File: src/rtl/core/assert_macros.svh
// assertion helpers used by text_console_writer.sv
`ifndef ASSERT_MACROS_SVH
`define ASSERT_MACROS_SVH

// same-cycle implication, checked outside reset
`define TCW_ASSERT_IMP(lbl, clk, rst_n, ante, cons, msg) \
    lbl: assert property (@(posedge clk) disable iff (!(rst_n)) (ante) |-> (cons)) \
        else $error(msg);

// next-cycle implication, checked outside reset
`define TCW_ASSERT_NXT(lbl, clk, rst_n, ante, cons, msg) \
    lbl: assert property (@(posedge clk) disable iff (!(rst_n)) (ante) |=> (cons)) \
        else $error(msg);

`endif

File: src/rtl/core/tcw_pkg.sv
package tcw_pkg;

    localparam int DEF_COLUMNS  = 80;
    localparam int DEF_ROWS     = 25;
    localparam int DEF_TAB_STOP = 8;

    localparam logic [15:0] BLANK_CELL = 16'h0F20;

    localparam logic [7:0] CH_TAB   = 8'h09;
    localparam logic [7:0] CH_LF    = 8'h0A;
    localparam logic [7:0] CH_CR    = 8'h0D;
    localparam logic [7:0] CH_SPACE = 8'h20;

    typedef enum logic [1:0] {
        OP_PUT   = 2'd0,
        OP_CLEAR = 2'd1,
        OP_SET   = 2'd2,
        OP_READ  = 2'd3
    } t_opcode;

    typedef struct packed {
        t_opcode     opcode;
        logic [7:0]  char_code;
        logic [7:0]  attribute;
        logic [6:0]  col;
        logic [4:0]  row;
    } t_req;

    typedef struct packed {
        logic [15:0] cell_word;
        logic [6:0]  cursor_col;
        logic [4:0]  cursor_row;
        logic        scrolled;
        logic        status;
    } t_rsp;

    // commands from the sequencer to the cursor unit
    typedef struct packed {
        logic put;
        logic home;
        logic set;
    } t_cur_ctl;

    // what a put would do at the current cursor
    typedef struct packed {
        logic write;
        logic scroll;
    } t_cur_sts;

endpackage

File: src/rtl/core/tcw_cursor.sv
module tcw_cursor #(
    parameter int COLUMNS  = tcw_pkg::DEF_COLUMNS,
    parameter int ROWS     = tcw_pkg::DEF_ROWS,
    parameter int TAB_STOP = tcw_pkg::DEF_TAB_STOP
) (
    input  logic                         i_clk,
    input  logic                         i_rst_n,
    input  tcw_pkg::t_cur_ctl            i_ctl,
    input  logic [7:0]                   i_ch,
    input  logic [$clog2(COLUMNS)-1:0]   i_set_col,
    input  logic [$clog2(ROWS)-1:0]      i_set_row,
    output logic [$clog2(COLUMNS)-1:0]   o_col,
    output logic [$clog2(ROWS)-1:0]      o_row,
    output tcw_pkg::t_cur_sts            o_sts
);
    import tcw_pkg::*;

    localparam int CW = $clog2(COLUMNS);
    localparam int RW = $clog2(ROWS);
    localparam int XW = $clog2(COLUMNS + TAB_STOP);
    localparam int YW = $clog2(ROWS + 1);

    logic [CW-1:0] r_col, n_col;
    logic [RW-1:0] r_row, n_row;
    logic [XW-1:0] w_tab [2**CW];
    logic [XW-1:0] w_c;
    logic [YW-1:0] w_r;
    logic          w_write;
    logic          w_scroll;

    // next tab stop for every column
    for (genvar g = 0; g < 2**CW; g++) begin : g_tab
        assign w_tab[g] = XW'(g + TAB_STOP - g % TAB_STOP);
    end

    always_comb begin
        w_c     = XW'(r_col);
        w_r     = YW'(r_row);
        w_write = 1'b0;
        case (i_ch)
            CH_LF: begin
                w_c = '0;
                w_r = w_r + YW'(1);
            end
            CH_TAB: begin
                w_c = w_tab[r_col];
            end
            CH_CR: begin
                w_c = '0;
            end
            default: begin
                if (!i_ch[7] && i_ch >= CH_SPACE) begin
                    w_write = 1'b1;
                    w_c     = w_c + XW'(1);
                end
            end
        endcase
        // wrap past the last column
        if (w_c >= XW'(COLUMNS)) begin
            w_c = '0;
            w_r = w_r + YW'(1);
        end
        w_scroll = (w_r >= YW'(ROWS));
        if (w_scroll) begin
            w_r = YW'(ROWS - 1);
        end
    end

    always_comb begin
        n_col = r_col;
        n_row = r_row;
        if (i_ctl.home) begin
            n_col = '0;
            n_row = '0;
        end else if (i_ctl.set) begin
            n_col = i_set_col;
            n_row = i_set_row;
        end else if (i_ctl.put) begin
            n_col = w_c[CW-1:0];
            n_row = w_r[RW-1:0];
        end
    end

    always_ff @(posedge i_clk) begin
        if (!i_rst_n) begin
            r_col <= '0;
            r_row <= '0;
        end else begin
            r_col <= n_col;
            r_row <= n_row;
        end
    end

    assign o_col        = r_col;
    assign o_row        = r_row;
    assign o_sts.write  = w_write;
    assign o_sts.scroll = w_scroll;
endmodule
File: config.mk
export PLATFORM = sky130hd
export DESIGN_NAME = tcw_cursor
export DESIGN_NICKNAME = d
export VERILOG_FILES = /design/src/rtl/core/assert_macros.svh /design/src/rtl/core/tcw_pkg.sv /design/src/rtl/core/tcw_cursor.sv
export SDC_FILE = /design/constraint.sdc
export NUM_CORES = 1
export LEC_CHECK = 0
export BUFFER_PORTS_ARGS = -buffer_cell sky130_fd_sc_hd__clkbuf_2
export CORE_ASPECT_RATIO = 0.9
export CORE_MARGIN = 10
export CORE_UTILIZATION = 40
export DETAILED_ROUTE_END_ITERATION = 10
export PLACE_DENSITY_LB_ADDON = 0.25
export SYNTH_ARGS = -nofsm -noshare
export SYNTH_HDL_FRONTEND = slang
export SYNTH_SLANG_ARGS = --single-unit
File: constraint.sdc
create_clock -name i_clk -period 3.3 [get_ports i_clk]
set_input_delay 0.66 -clock i_clk [delete_from_list [all_inputs] [get_ports i_clk]]
set_output_delay 0.66 -clock i_clk [all_outputs]
set_load 0.02 [all_outputs]
## Word-level counts from Yosys, hierarchy flattened

Memory sizes are Yosys's and may differ from the RTL's.
Index checks and enable logic that the tools add are counted.

- Add/sub/neg operators: 3
- $mul: 0
- Div/mod/pow operators: 0
- $lt $le $gt $ge: 4
- Equal/unequal tests: 3
- Shifts and indexed selects: 0
- Muxes and demuxes: 14
- Bitwise gates (word level): 2
- Reductions and logical operators: 6

Operators with widths:

| kind | count |
|---|---|
| $mux W7 | 6 |
| $mux W5 | 5 |
| $eq A8 B4 Y1 const B | 3 |
| $pmux W7 S2 | 1 |
| $add A5 B1 Y5 const B | 2 |
| $ge A8 B6 Y1 const B | 1 |
| $ge A8 B8 Y1 const B | 1 |
| $not A7 Y8 | 1 |
| $add A7 B1 Y7 const B | 1 |
| $ge A7 B7 Y1 const B | 1 |
| $ge A5 B5 Y1 const B | 1 |
| $reduce_or A2 Y1 | 2 |
| $reduce_or A3 Y1 | 1 |
| $mux W1 | 2 |
| $reduce_bool A2 Y1 | 1 |
| $logic_and A1 B1 Y1 | 1 |
| $logic_not A1 Y1 | 1 |
| $not A1 Y1 | 1 |

- Flip-flop bits (word level): 12
- Latch bits: 0
- Bits in writable memories: 0
- Bits in read-only memories: 896
- Word-level logic and storage cells: 35
- Memories: 1

Memories:

| name | depth | width | rd ports | clocked after Yosys merged registers in | wr ports | line | RTL |
|---|---|---|---|---|---|---|---|
| (name not given) | 128 | 7 | 1 | 0 | 0 | tcw_cursor.sv:46 | `w_c = w_tab[r_col];` |

## Logic depth before layout (Yosys ltp)

Gate-level depths: netlist of run 1.

- Word-level depth: 11
- Mapped depth: 11
- Mapped depth without buffers: 9

## Least setup slack after synthesis of run 1

No wires, ideal clock.

- Path kind: input to output
- From: in i_ch[5]
- To: out o_sts[0] in the netlist's numbering
- Data arrival time: 2.706 ns
- Data required time: 2.640 ns
- Setup slack: -0.066 ns
- Stages on the path: 8
- Path buffers: 1
- Path through: nor4_4 nand4b_2 or4_4 o21ai_4 nand4_2 or3_4 a221oi_2 buf_4

- Longest elaborated chain between the ends: 7
- Elaborated cells on any way between the ends: 13

RTL lines:

| what | line | RTL |
|---|---|---|
| start: declaration | tcw_cursor.sv:9 | `input logic [7:0] i_ch,` |
| $ge A8 B6 Y1 | tcw_cursor.sv:52 | `if (!i_ch[7] && i_ch >= CH_SPACE) begin` |
| $logic_and A1 B1 Y1 | tcw_cursor.sv:52 |  |
| $mux W7 | tcw_cursor.sv:52 |  |
| $pmux W7 S2 | tcw_cursor.sv:40 | `case (i_ch)` |
| $ge A7 B7 Y1 | tcw_cursor.sv:59 | `if (w_c >= XW'(COLUMNS)) begin` |
| $mux W5 (*) | tcw_cursor.sv:59 |  |
| $ge A5 B5 Y1 (*) | tcw_cursor.sv:63 | `w_scroll = (w_r >= YW'(ROWS));` |
| end: declaration | tcw_cursor.sv:14 | `output tcw_pkg::t_cur_sts o_sts` |

Every way passes the cells marked *; elsewhere a longest branch is shown, timed or not.

==> metrics.csv, run 1 <==
stage;metric;value;unit
worst_hold_path;number of cells traversed by the worst hold path;3;
yosys;unique cell type count in the Yosys netlist;51;
yosys;number of enable-type register cells in the synthesized netlist;0;
global_route;total overflow reported by the global router;0;
yosys;most common flop cell mapped by yosys;dfxtp_1;
floorplan;initial cell density of the core;42.7;%
power;relative contribution of combinational cells to total power;27.0;%
global_route;number of global-route vias before repair;1501;
clock_tree;number of levels in the clock H-tree;1;
floorplan;area of the die;0.00603;mm²
clock_tree;library cell used as clock root buffer;clkbuf_8;
route;wire length on met1;1930;µm
global_route;pin count of the biggest net entering global routing;24;
placement;Setup Slack @ Placement;-0.184;ns
clock_tree;Max clock buf depth;2;
route;Highest Signal Layer;met4;
route;count of routing violations after the opening detailed-route iteration;70;
placement;area post-placement;0.00171;mm²
global_route;wire length of the first global-routing pass;6780;µm
sta;Final Max Slew Viols;0;
worst_hold_path;Hold Crit Start;i_set_col[3];
yosys;proportion of synthesized area in mux cells;2.26;%
worst_setup_path;critical path fanouts, max;3;
run_status;outcome;complete, but fails checks;
placement;detailed placement HPWL;3030;µm
finish;total area of multi-input combinational cells;0.00107;mm²
floorplan;Row Count;19;
power;leakage dissipation;0.858;nW
clock_tree;register clock-pin slew on the reported worst setup and hold paths;0.05;ns
floorplan;area of the core region;0.00311;mm²
worst_setup_path;FF-to-FF Start;o_col[3]$_SDFFE_PP0P_;
power;switching power;0.000123;W
sta;final cycle utilization of the critical path;105;%
route;Routed met3 length;272;µm
yosys;Synth Area in Adders;6.59;%
yosys;fraction of registers with async set/reset;0;%
yosys;syn nets;210;
route;metal2 WL;1910;µm
finish;most used cells in the layout excluding fill and tap cells;clkbuf_2 (35), buf_4 (32), nor2_1 (17);
yosys;dominant combinational cell family by area after synthesis;simple AND/OR/NAND/NOR gates;
yosys;synthesized-area fraction occupied by xor and xnor cells;7.91;%
worst_setup_path;number of cell instances on the worst register-to-register path;11;
worst_setup_path;Setup crit end kind;output port;
yosys;complex-gate fraction of the synthesized area;25.0;%
worst_setup_path;CP startpoint kind;input port;
power;Internal Power;0.000311;W
route;post-route antenna net violation count;0;
route;DR vias/cell;5.41;
worst_setup_path;critical path launch point;i_ch[5];
finish;net count reported at finish;273;
finish;Reg area;241;µm²
finish;number of antenna cells inserted;0;
worst_setup_path;path type of the worst setup path;input port to output port;
placement;number of input and output port buffers inserted;38;
clock_tree;clock sinks;12;
yosys;number of register bits inferred by synthesis;12;
power;register share of total power;36.7;%
clock_tree;TritonCTS Buffers;3;
placement;global placer's final weighted congestion;0.881;
route;Post-Route WL;4140;µm
worst_setup_path;CP Data Arrival Time;2.82;ns
sta;Worst Max-Slew Pin Slew;0.479;ns
route;average wire per cell in the routed design;14.7;µm
finish;post-route cell area;0.00191;mm²
clock_tree;clock latency at the later pin of the worst-skew pair;0.24;ns
global_route;number of antenna violations at the first check in global routing;0;
sta;final hold violation count;0;
sta;setup repair after global routing missed its margin;yes;
floorplan;num ports;39;
yosys;synth warn;0;
finish;layout cells sized above 1;40.4;%
run_status;violated checks;setup timing;
power;total chip power;0.000434;W
sta;post-layout minimum cycle time;3.48;ns
global_route;global-route usage over all layers;13.4;%
worst_setup_path;critical path required time;2.64;ns
sta;Post-Route Skew;0.00129;ns
worst_hold_path;hold crit path type;input port to flip-flop;
finish;most common cell after layout, fill and taps aside;clkbuf_2;
route;number of vias after detailed routing;1525;
yosys;syn_area_per_cell;7.47;µm²
power;IR Drop Worst-Case VDD;0.000340;V
yosys;Synth Area in Simple Gates;33.1;%
yosys;Netlist Area Pre-Place;0.00133;mm²
power;relative contribution of the clock network to total power;36.3;%
sta;Setup Viol. Count Final;1;
sta;maximum clock frequency;287;MHz
sta;Final Worst Setup Slack;-0.181;ns
finish;synthesis-to-finish area growth;44.1;%
floorplan;Die Ht;74.7;µm
route;DRC violations left;0;
yosys;number of instances in the synthesized netlist;178;
power;power density over the cells;227;mW/mm²
power;switching portion of total power;28.3;%
sta;Final Hold Slack;0.658;ns
clock_tree;clock tree from TritonCTS;built;
yosys;share of the yosys chip area belonging to registers;18.1;%
run;total of max-cap violations;0;
finish;Layout fillers;290;
sta;worst slew margin relative to its limit;68.0;%
floorplan;die width;80.8;µm
route;iteration count of the initial detailed-routing pass;4;
==> sequential cells by signal, indices dropped and copies added, names as in the netlist <==
signal and cells:
o_row 5, o_col 7
==> power by group through the flow <==
stage,Combinational (W),Sequential [W],Clock [W]
2_1_floorplan,0.0000551,0.000165,0
3_3_place_gp,0.000103,0.000162,0
3_5_place_dp,0.000104,0.000162,0
4_1_cts,0.000106,0.000159,0.000163
5_1_grt,0.000129,0.000160,0.000170
6_report,0.000117,0.000159,0.000157
==> kinds of logic after synthesis <==
family          count (synthesis)
flops                          12
mux                             3
xor+xnor                       12
fa+ha+maj                       7
buf+inv                        21
compound gates                 47
simple gates                   76
==> cells in the mapped netlist (all sizes together), types with 2 or more instances <==
library cell / n / area [µm²]
o21a: 5 / 37.5
ha: 7 / 87.6
nand2b: 3 / 18.8
dfxtp: 12 / 240
mux2i: 3 / 30.0
nor4: 2 / 27.5
xor2: 2 / 17.5
nand4b: 2 / 23.8
o21ai: 6 / 41.3
nand3: 10 / 50.1
a21oi: 11 / 55.1
o22ai: 6 / 37.5
buf: 4 / 30.0
a21o: 3 / 22.5
nand4: 5 / 37.5
nor3b: 7 / 52.6
clkbuf: 9 / 33.8
nor3: 4 / 20.0
a221oi: 3 / 32.5
and3: 3 / 20.0
or3: 2 / 17.5
inv: 8 / 30.0
nand2: 15 / 56.3
xnor2: 10 / 87.6
o2111ai: 2 / 17.5
nor2: 17 / 63.8
o211ai: 2 / 15.0
==> repair_timing <==
action	4_1_cts	5_1_grt
pin swaps	1	12
endpoints found under the setup margin	1	1
buffers inserted	0	7
resized for setup	3	22
hold buffers	0	0
==> layout make-up <==
class	instances	area share [%]
Multi-Input combinational cell	145	55.8
Tap cell	42	2.75
Sequential cell	12	12.6
Timing Repair Buffer	71	24.4
Inverter	8	1.57
Clock buffer	4	2.88
==> worst max-delay path, cell delays in order <==
cell	delay (ns)
buf_8	0.10
nor4_4	0.33
nand4b_4	0.15
or4_4	0.56
o21ai_4	0.09
nand4_2	0.13
or3_4	0.36
a221oi_2	0.27
buf_4	0.18
==> per-layer routing <==
| layer | vias up | global-route usage [%] |
|---|---|---|
| met5 | - | 0 |
| met4 | 0 | 4.41 |
| met3 | 4 | 2.26 |
| met2 | 49 | 21.4 |
| met1 | 693 | 18.0 |
| li1 | 779 | - |
==> per-stage QoR <==
step | TNS (ns) | instances | util [%]
2_1_floorplan | -0.0368 | 178 | -
3_3_place_gp | -0.144 | 271 | 54.8
3_5_place_dp | -0.184 | 271 | 54.8
4_1_cts | -0.176 | 275 | 57.1
5_1_grt | -0.298 | 282 | 61.5
6_report | -0.181 | 282 | 61.5
==> path summary, 6_finish.rpt <==
kind                           endpoint  slack, ns
setup reg to reg  o_col[1]$_SDFFE_PP0P_       0.78
hold reg to reg   o_row[4]$_SDFFE_PP0P_       0.66
setup / recovery               o_sts[0]      -0.18
hold / removal    o_col[3]$_SDFFE_PP0P_       0.66
No activity file was read; power rests on OpenSTA's default activity.
==> run 2: changes to the inputs <==
Settings changed: GPL_TIMING_DRIVEN from default to 0, RECOVER_POWER from default to 100, SKIP_LAST_GASP from default to 1.
==> metrics.csv, run 2 (same netlist as run 1, synthesis figures left out) <==
stage;metric;value;unit
run_status;outcome;complete, but fails checks;
run_status;violated checks;setup timing;
global_route;number of global-route vias before repair;1437;
clock_tree;library cell used as clock root buffer;clkbuf_8;
sta;Post-Route Skew;0.000450;ns
sta;final cycle utilization of the critical path;106;%
finish;synthesis-to-finish area growth;26.9;%
clock_tree;clock latency at the later pin of the worst-skew pair;0.24;ns
sta;Final Worst Setup Slack;-0.208;ns
floorplan;num ports;39;
power;leakage dissipation;0.682;nW
clock_tree;register clock-pin slew on the reported worst setup and hold paths;0.05;ns
route;post-route antenna net violation count;0;
sta;post-layout minimum cycle time;3.51;ns
floorplan;initial cell density of the core;42.7;%
sta;setup repair after global routing missed its margin;yes;
finish;most used cells in the layout excluding fill and tap cells;clkbuf_2 (23), clkbuf_1 (20), nor2_1 (17);
floorplan;Die Ht;74.7;µm
floorplan;area of the die;0.00603;mm²
placement;Setup Slack @ Placement;-0.462;ns
finish;flip-flop count of the largest register, all copies and words added;7;
clock_tree;number of levels in the clock H-tree;1;
floorplan;Row Count;19;
sta;worst slew margin relative to its limit;64.3;%
placement;number of input and output port buffers inserted;37;
floorplan;die width;80.8;µm
worst_setup_path;path type of the worst setup path;input port to output port;
route;DRC violations left;0;
sta;total negative setup slack;-0.208;ns
clock_tree;CTS hold repair buffers;0;
worst_setup_path;Setup crit end kind;output port;
global_route;pin count of the biggest net entering global routing;11;
route;Post-Route WL;4000;µm
worst_setup_path;critical path required time;2.64;ns
route;average wire per cell in the routed design;15.2;µm
sta;Setup Viol. Count Final;1;
route;number of vias after detailed routing;1432;
run;total of max-cap violations;0;
clock_tree;clock sinks;12;
finish;post-layout utilization of the core;54.2;%
placement;global placer's final weighted congestion;0.913;
sta;Worst Max-Slew Pin Slew;0.536;ns
finish;most common cell after layout, fill and taps aside;clkbuf_2;
worst_setup_path;critical path fanouts, max;5;
power;IR Drop Worst-Case VDD;0.000204;V
worst_hold_path;hold crit path type;input port to flip-flop;
route;count of routing violations after the opening detailed-route iteration;99;
finish;number of antenna cells inserted;0;
global_route;global-route usage over all layers;13.4;%
sta;maximum clock frequency;285;MHz
power;power density over the cells;236;mW/mm²
worst_setup_path;CP Data Arrival Time;2.85;ns
global_route;total overflow reported by the global router;0;
sta;final hold violation count;0;
route;DR vias/cell;5.44;
route;iteration count of the initial detailed-routing pass;4;
placement;detailed placement HPWL;2970;µm
global_route;number of antenna violations at the first check in global routing;0;
sta;Final Max Slew Viols;0;
clock_tree;TritonCTS Buffers;3;
worst_setup_path;CP startpoint kind;input port;
floorplan;area of the core region;0.00311;mm²
clock_tree;clock tree from TritonCTS;built;
global_route;wire length of the first global-routing pass;6710;µm
finish;net count reported at finish;255;
finish;layout cells sized above 1;23.5;%
clock_tree;Max clock buf depth;2;
==> run 2: cell types whose count changed in the layout (fill, tap and decap cells not counted), moves of 2 or more <==
cell / previous run / this run
clkbuf_1: 0 / 20
o21ai_1: 2 / 0
buf_4: 32 / 6
clkbuf_2: 35 / 23
o21ai_0: 3 / 5
==> run 2: per-layer routing <==
layer / wire (µm) / up-vias / GRT usage (%)
met5: 0 / - / 0
met4: 55 / 0 / 4.80
met3: 294 / 7 / 2.98
met2: 1670 / 45 / 20.1
met1: 1970 / 643 / 18.4
li1: - / 737 / -
==> run 2: area by class of cell <==
class	instances	area, µm²
buffer	11	52.6
clock buffer	3	41.3
fill	310	1430
sequential	12	240
inverter	8	30.0
timing repair buffer	42	223
tap	42	52.6
multi-input combinational	145	1050
==> run 2: power by group <==
group	internal (W)	total [W]	switching, W	leakage (nW)
registers	0.000150	0.000158	0.00000754	0.0979
clock network	0.0000806	0.000135	0.0000547	0.0216
logic	0.0000435	0.000104	0.0000608	0.563
==> run 2: what timing repair did <==
action / CTS / global route
pin swaps: 4 / 3
buffers inserted: 4 / 1
endpoints found under the setup margin: 1 / 1
gates cloned: 0 / 0
resized for setup: 5 / 7
==> run 2: stage by stage <==
stage                     cells  hold WS [ns]  total power [W]  instance area, µm²
final                       263         0.651         0.000397                1690
after CTS                   262         0.654         0.000397                1670
after global placement      257         0.647         0.000257                1570
after floorplan             178         0.682         0.000220                1330
after detailed placement    257         0.639         0.000258                1570
after global routing        263         0.658         0.000419                1690
==> run 2: path summary, 6_finish.rpt <==
kind	start	endpoint	slack [ns]	cells past startpoint
min reg2reg	o_row[4]$_SDFFE_PP0P_	o_row[4]$_SDFFE_PP0P_	0.66	2
max reg2reg	o_col[3]$_SDFFE_PP0P_	o_row[3]$_SDFFE_PP0P_	0.69	10
max	i_ch[5]	o_sts[0]	-0.21	10
min	i_set_col[4]	o_col[4]$_SDFFE_PP0P_	0.65	3
==> run 2: worst max-delay path: stages <==
cell      delay [ns]
clkbuf_8        0.12
nor4_4          0.25
buf_4           0.19
nand4b_4        0.11
or4_4           0.52
o21ai_4         0.10
nand4_2         0.10
or3_4           0.35
a221oi_2        0.26
buf_4           0.18
==> run 3: changes to the inputs <==
==> constraint.sdc (replaced) <==
create_clock -name i_clk -period 3.3 [get_ports i_clk]
set_input_delay 0.165 -clock i_clk [delete_from_list [all_inputs] [get_ports i_clk]]
set_output_delay 0.165 -clock i_clk [all_outputs]
set_load 0.02 [all_outputs]
==> metrics.csv, run 3 (same netlist as run 1, synthesis figures left out) <==
stage;metric;value;unit
run_status;outcome;finished clean;
route;DR vias/cell;5.52;
floorplan;Row Count;19;
clock_tree;Max clock buf depth;2;
finish;most common cell after layout, fill and taps aside;clkbuf_2;
power;IR Drop Worst-Case VDD;0.000180;V
route;post-route antenna net violation count;0;
sta;maximum clock frequency;337;MHz
clock_tree;number of resized instances in the post-cts repair step;0;
worst_setup_path;Setup crit end kind;output port;
clock_tree;library cell used as clock root buffer;clkbuf_8;
route;average wire per cell in the routed design;14.8;µm
sta;Post-Route Skew;0.00233;ns
clock_tree;number of levels in the clock H-tree;1;
floorplan;area of the die;0.00603;mm²
placement;number of input and output port buffers inserted;37;
worst_hold_path;number of cells traversed by the worst hold path;3;
global_route;number of antenna violations at the first check in global routing;0;
sta;final hold violation count;0;
placement;detailed placement HPWL;3010;µm
clock_tree;register clock-pin slew on the reported worst setup and hold paths;0.05;ns
sta;Setup Viol. Count Final;0;
finish;Layout fillers;327;
route;DRC violations left;0;
power;power density over the cells;244;mW/mm²
worst_hold_path;Endpoint, Worst Hold;o_col[5]$_SDFFE_PP0P_;
clock_tree;clock latency at the later pin of the worst-skew pair;0.24;ns
floorplan;num ports;39;
sta;setup repair after global routing missed its margin;no;
clock_tree;clock tree from TritonCTS;built;
finish;net count reported at finish;252;
sta;post-layout minimum cycle time;2.97;ns
sta;worst slew margin relative to its limit;59.1;%
route;number of vias after detailed routing;1434;
global_route;global-route usage over all layers;13.2;%
finish;layout cells sized above 1;18.8;%
worst_setup_path;CP Data Arrival Time;2.80;ns
worst_setup_path;CP startpoint kind;flip-flop;
clock_tree;clock sinks;12;
route;Post-Route WL;3840;µm
clock_tree;TritonCTS Buffers;3;
floorplan;initial cell density of the core;42.7;%
finish;number of antenna cells inserted;0;
worst_setup_path;crit path cell chain;ha_1, nand4_1, nor3_1, o21ai_0, o2111ai_1, nand4_2, or3_4, a221oi_2, buf_4, clkbuf_2;
worst_setup_path;CP top delay family;simple AND/OR/NAND/NOR gates;
clock_tree;CTS hold repair buffers;0;
floorplan;area of the core region;0.00311;mm²
global_route;total overflow reported by the global router;0;
worst_setup_path;critical path required time;3.13;ns
route;iteration count of the initial detailed-routing pass;4;
route;count of routing violations after the opening detailed-route iteration;92;
worst_setup_path;path type of the worst setup path;flip-flop to output port;
clock_tree;post-CTS setup repair buffer count;0;
worst_setup_path;setup slack on the worst flop-to-flop path;0.70;ns
worst_setup_path;Critical R2R Capture;o_row[3]$_SDFFE_PP0P_;
worst_hold_path;hold crit path type;input port to flip-flop;
worst_setup_path;largest stage delay on the critical path;0.49;ns
power;leakage dissipation;0.644;nW
placement;Setup Slack @ Placement;0.425;ns
worst_setup_path;FF-to-FF Start;o_col[3]$_SDFFE_PP0P_;
sta;Worst Max-Slew Pin Slew;0.612;ns
sta;Final Max Slew Viols;0;
finish;most used cells in the layout excluding fill and tap cells;clkbuf_2 (25), clkbuf_1 (21), nor2_1 (17);
sta;total negative setup slack;0;ns
floorplan;Die Ht;74.7;µm
finish;synthesis-to-finish area growth;19.6;%
worst_setup_path;critical path fanouts, max;9;
global_route;pin count of the biggest net entering global routing;11;
run;total of max-cap violations;0;
worst_setup_path;number of cell instances on the worst register-to-register path;10;
sta;final cycle utilization of the critical path;89.9;%
placement;global placer's final weighted congestion;0.868;
floorplan;die width;80.8;µm
worst_setup_path;slowest library cell on the worst path;dfxtp_1;
sta;Final Worst Setup Slack;0.334;ns
worst_setup_path;Buffers & Inverters on Critical Path;2;
global_route;number of global-route vias before repair;1400;
global_route;wire length of the first global-routing pass;6590;µm
worst_hold_path;Hold Crit Start;i_set_col[5];
finish;flip-flop count of the largest register, all copies and words added;7;
## run 3: worst max path at each step
stage	from	end	slack, ns	cells past startpoint
3_5_place_dp	i_ch[5]	o_sts[0]	0.42	12
3_3_place_gp	i_ch[5]	o_sts[0]	0.41	12
5_1_grt	o_col[3]$_SDFFE_PP0P_	o_sts[0]	0.07	10
2_1_floorplan	o_col[3]$_SDFFE_PP0P_	o_sts[0]	0.83	8
6_report	o_col[3]$_SDFFE_PP0P_	o_sts[0]	0.33	10
4_1_cts	o_col[3]$_SDFFE_PP0P_	o_sts[0]	0.36	10
## run 3: power by group
group / switching [W] / internal [W]
sequential: 0.00000744 / 0.000150
combinational: 0.0000570 / 0.0000387
clock: 0.0000537 / 0.0000805
## run 3: final cells by class
type / instances / area (µm²) / area share [%]
Multi-Input combinational cell: 145 / 991 / 62.4
Sequential cell: 12 / 240 / 15.1
Timing Repair Buffer: 37 / 170 / 10.7
Buffer: 13 / 63.8 / 4.02
Tap cell: 42 / 52.6 / 3.31
Clock buffer: 3 / 41.3 / 2.60
Inverter: 8 / 30.0 / 1.89
## run 3: worst reg2reg max path: stages (launching register included)
cell and delay [ns]:
dfxtp_1 0.49, ha_1 0.28, nand4_1 0.14, o21a_1 0.19
o21ai_0 0.22, o2111ai_1 0.29, and2_2 0.27, buf_6 0.14
o211ai_1 0.21, xnor2_1 0.10, o21a_1 0.17
## run 3: metrics by stage
stage | std cells | util, % | hold slack (ns) | power (W) | instance area (µm²)
after floorplan | 178 | - | 0.305 | 0.000220 | 1330
after global placement | 257 | 50.3 | 0.400 | 0.000257 | 1570
after detailed placement | 257 | 50.3 | 0.403 | 0.000257 | 1570
after CTS | 260 | 51.6 | 0.157 | 0.000393 | 1610
after global routing | 260 | 51.0 | 0.183 | 0.000409 | 1590
final | 260 | 51.0 | 0.157 | 0.000388 | 1590
## run 3: per-layer routing
layer,track usage (%),vias up,part of all wire (%)
li1,-,740,-
met1,18.7,649,49
met2,19.4,41,43
met3,2.86,4,7.2
met4,4.03,0,0.83
met5,0,-,0
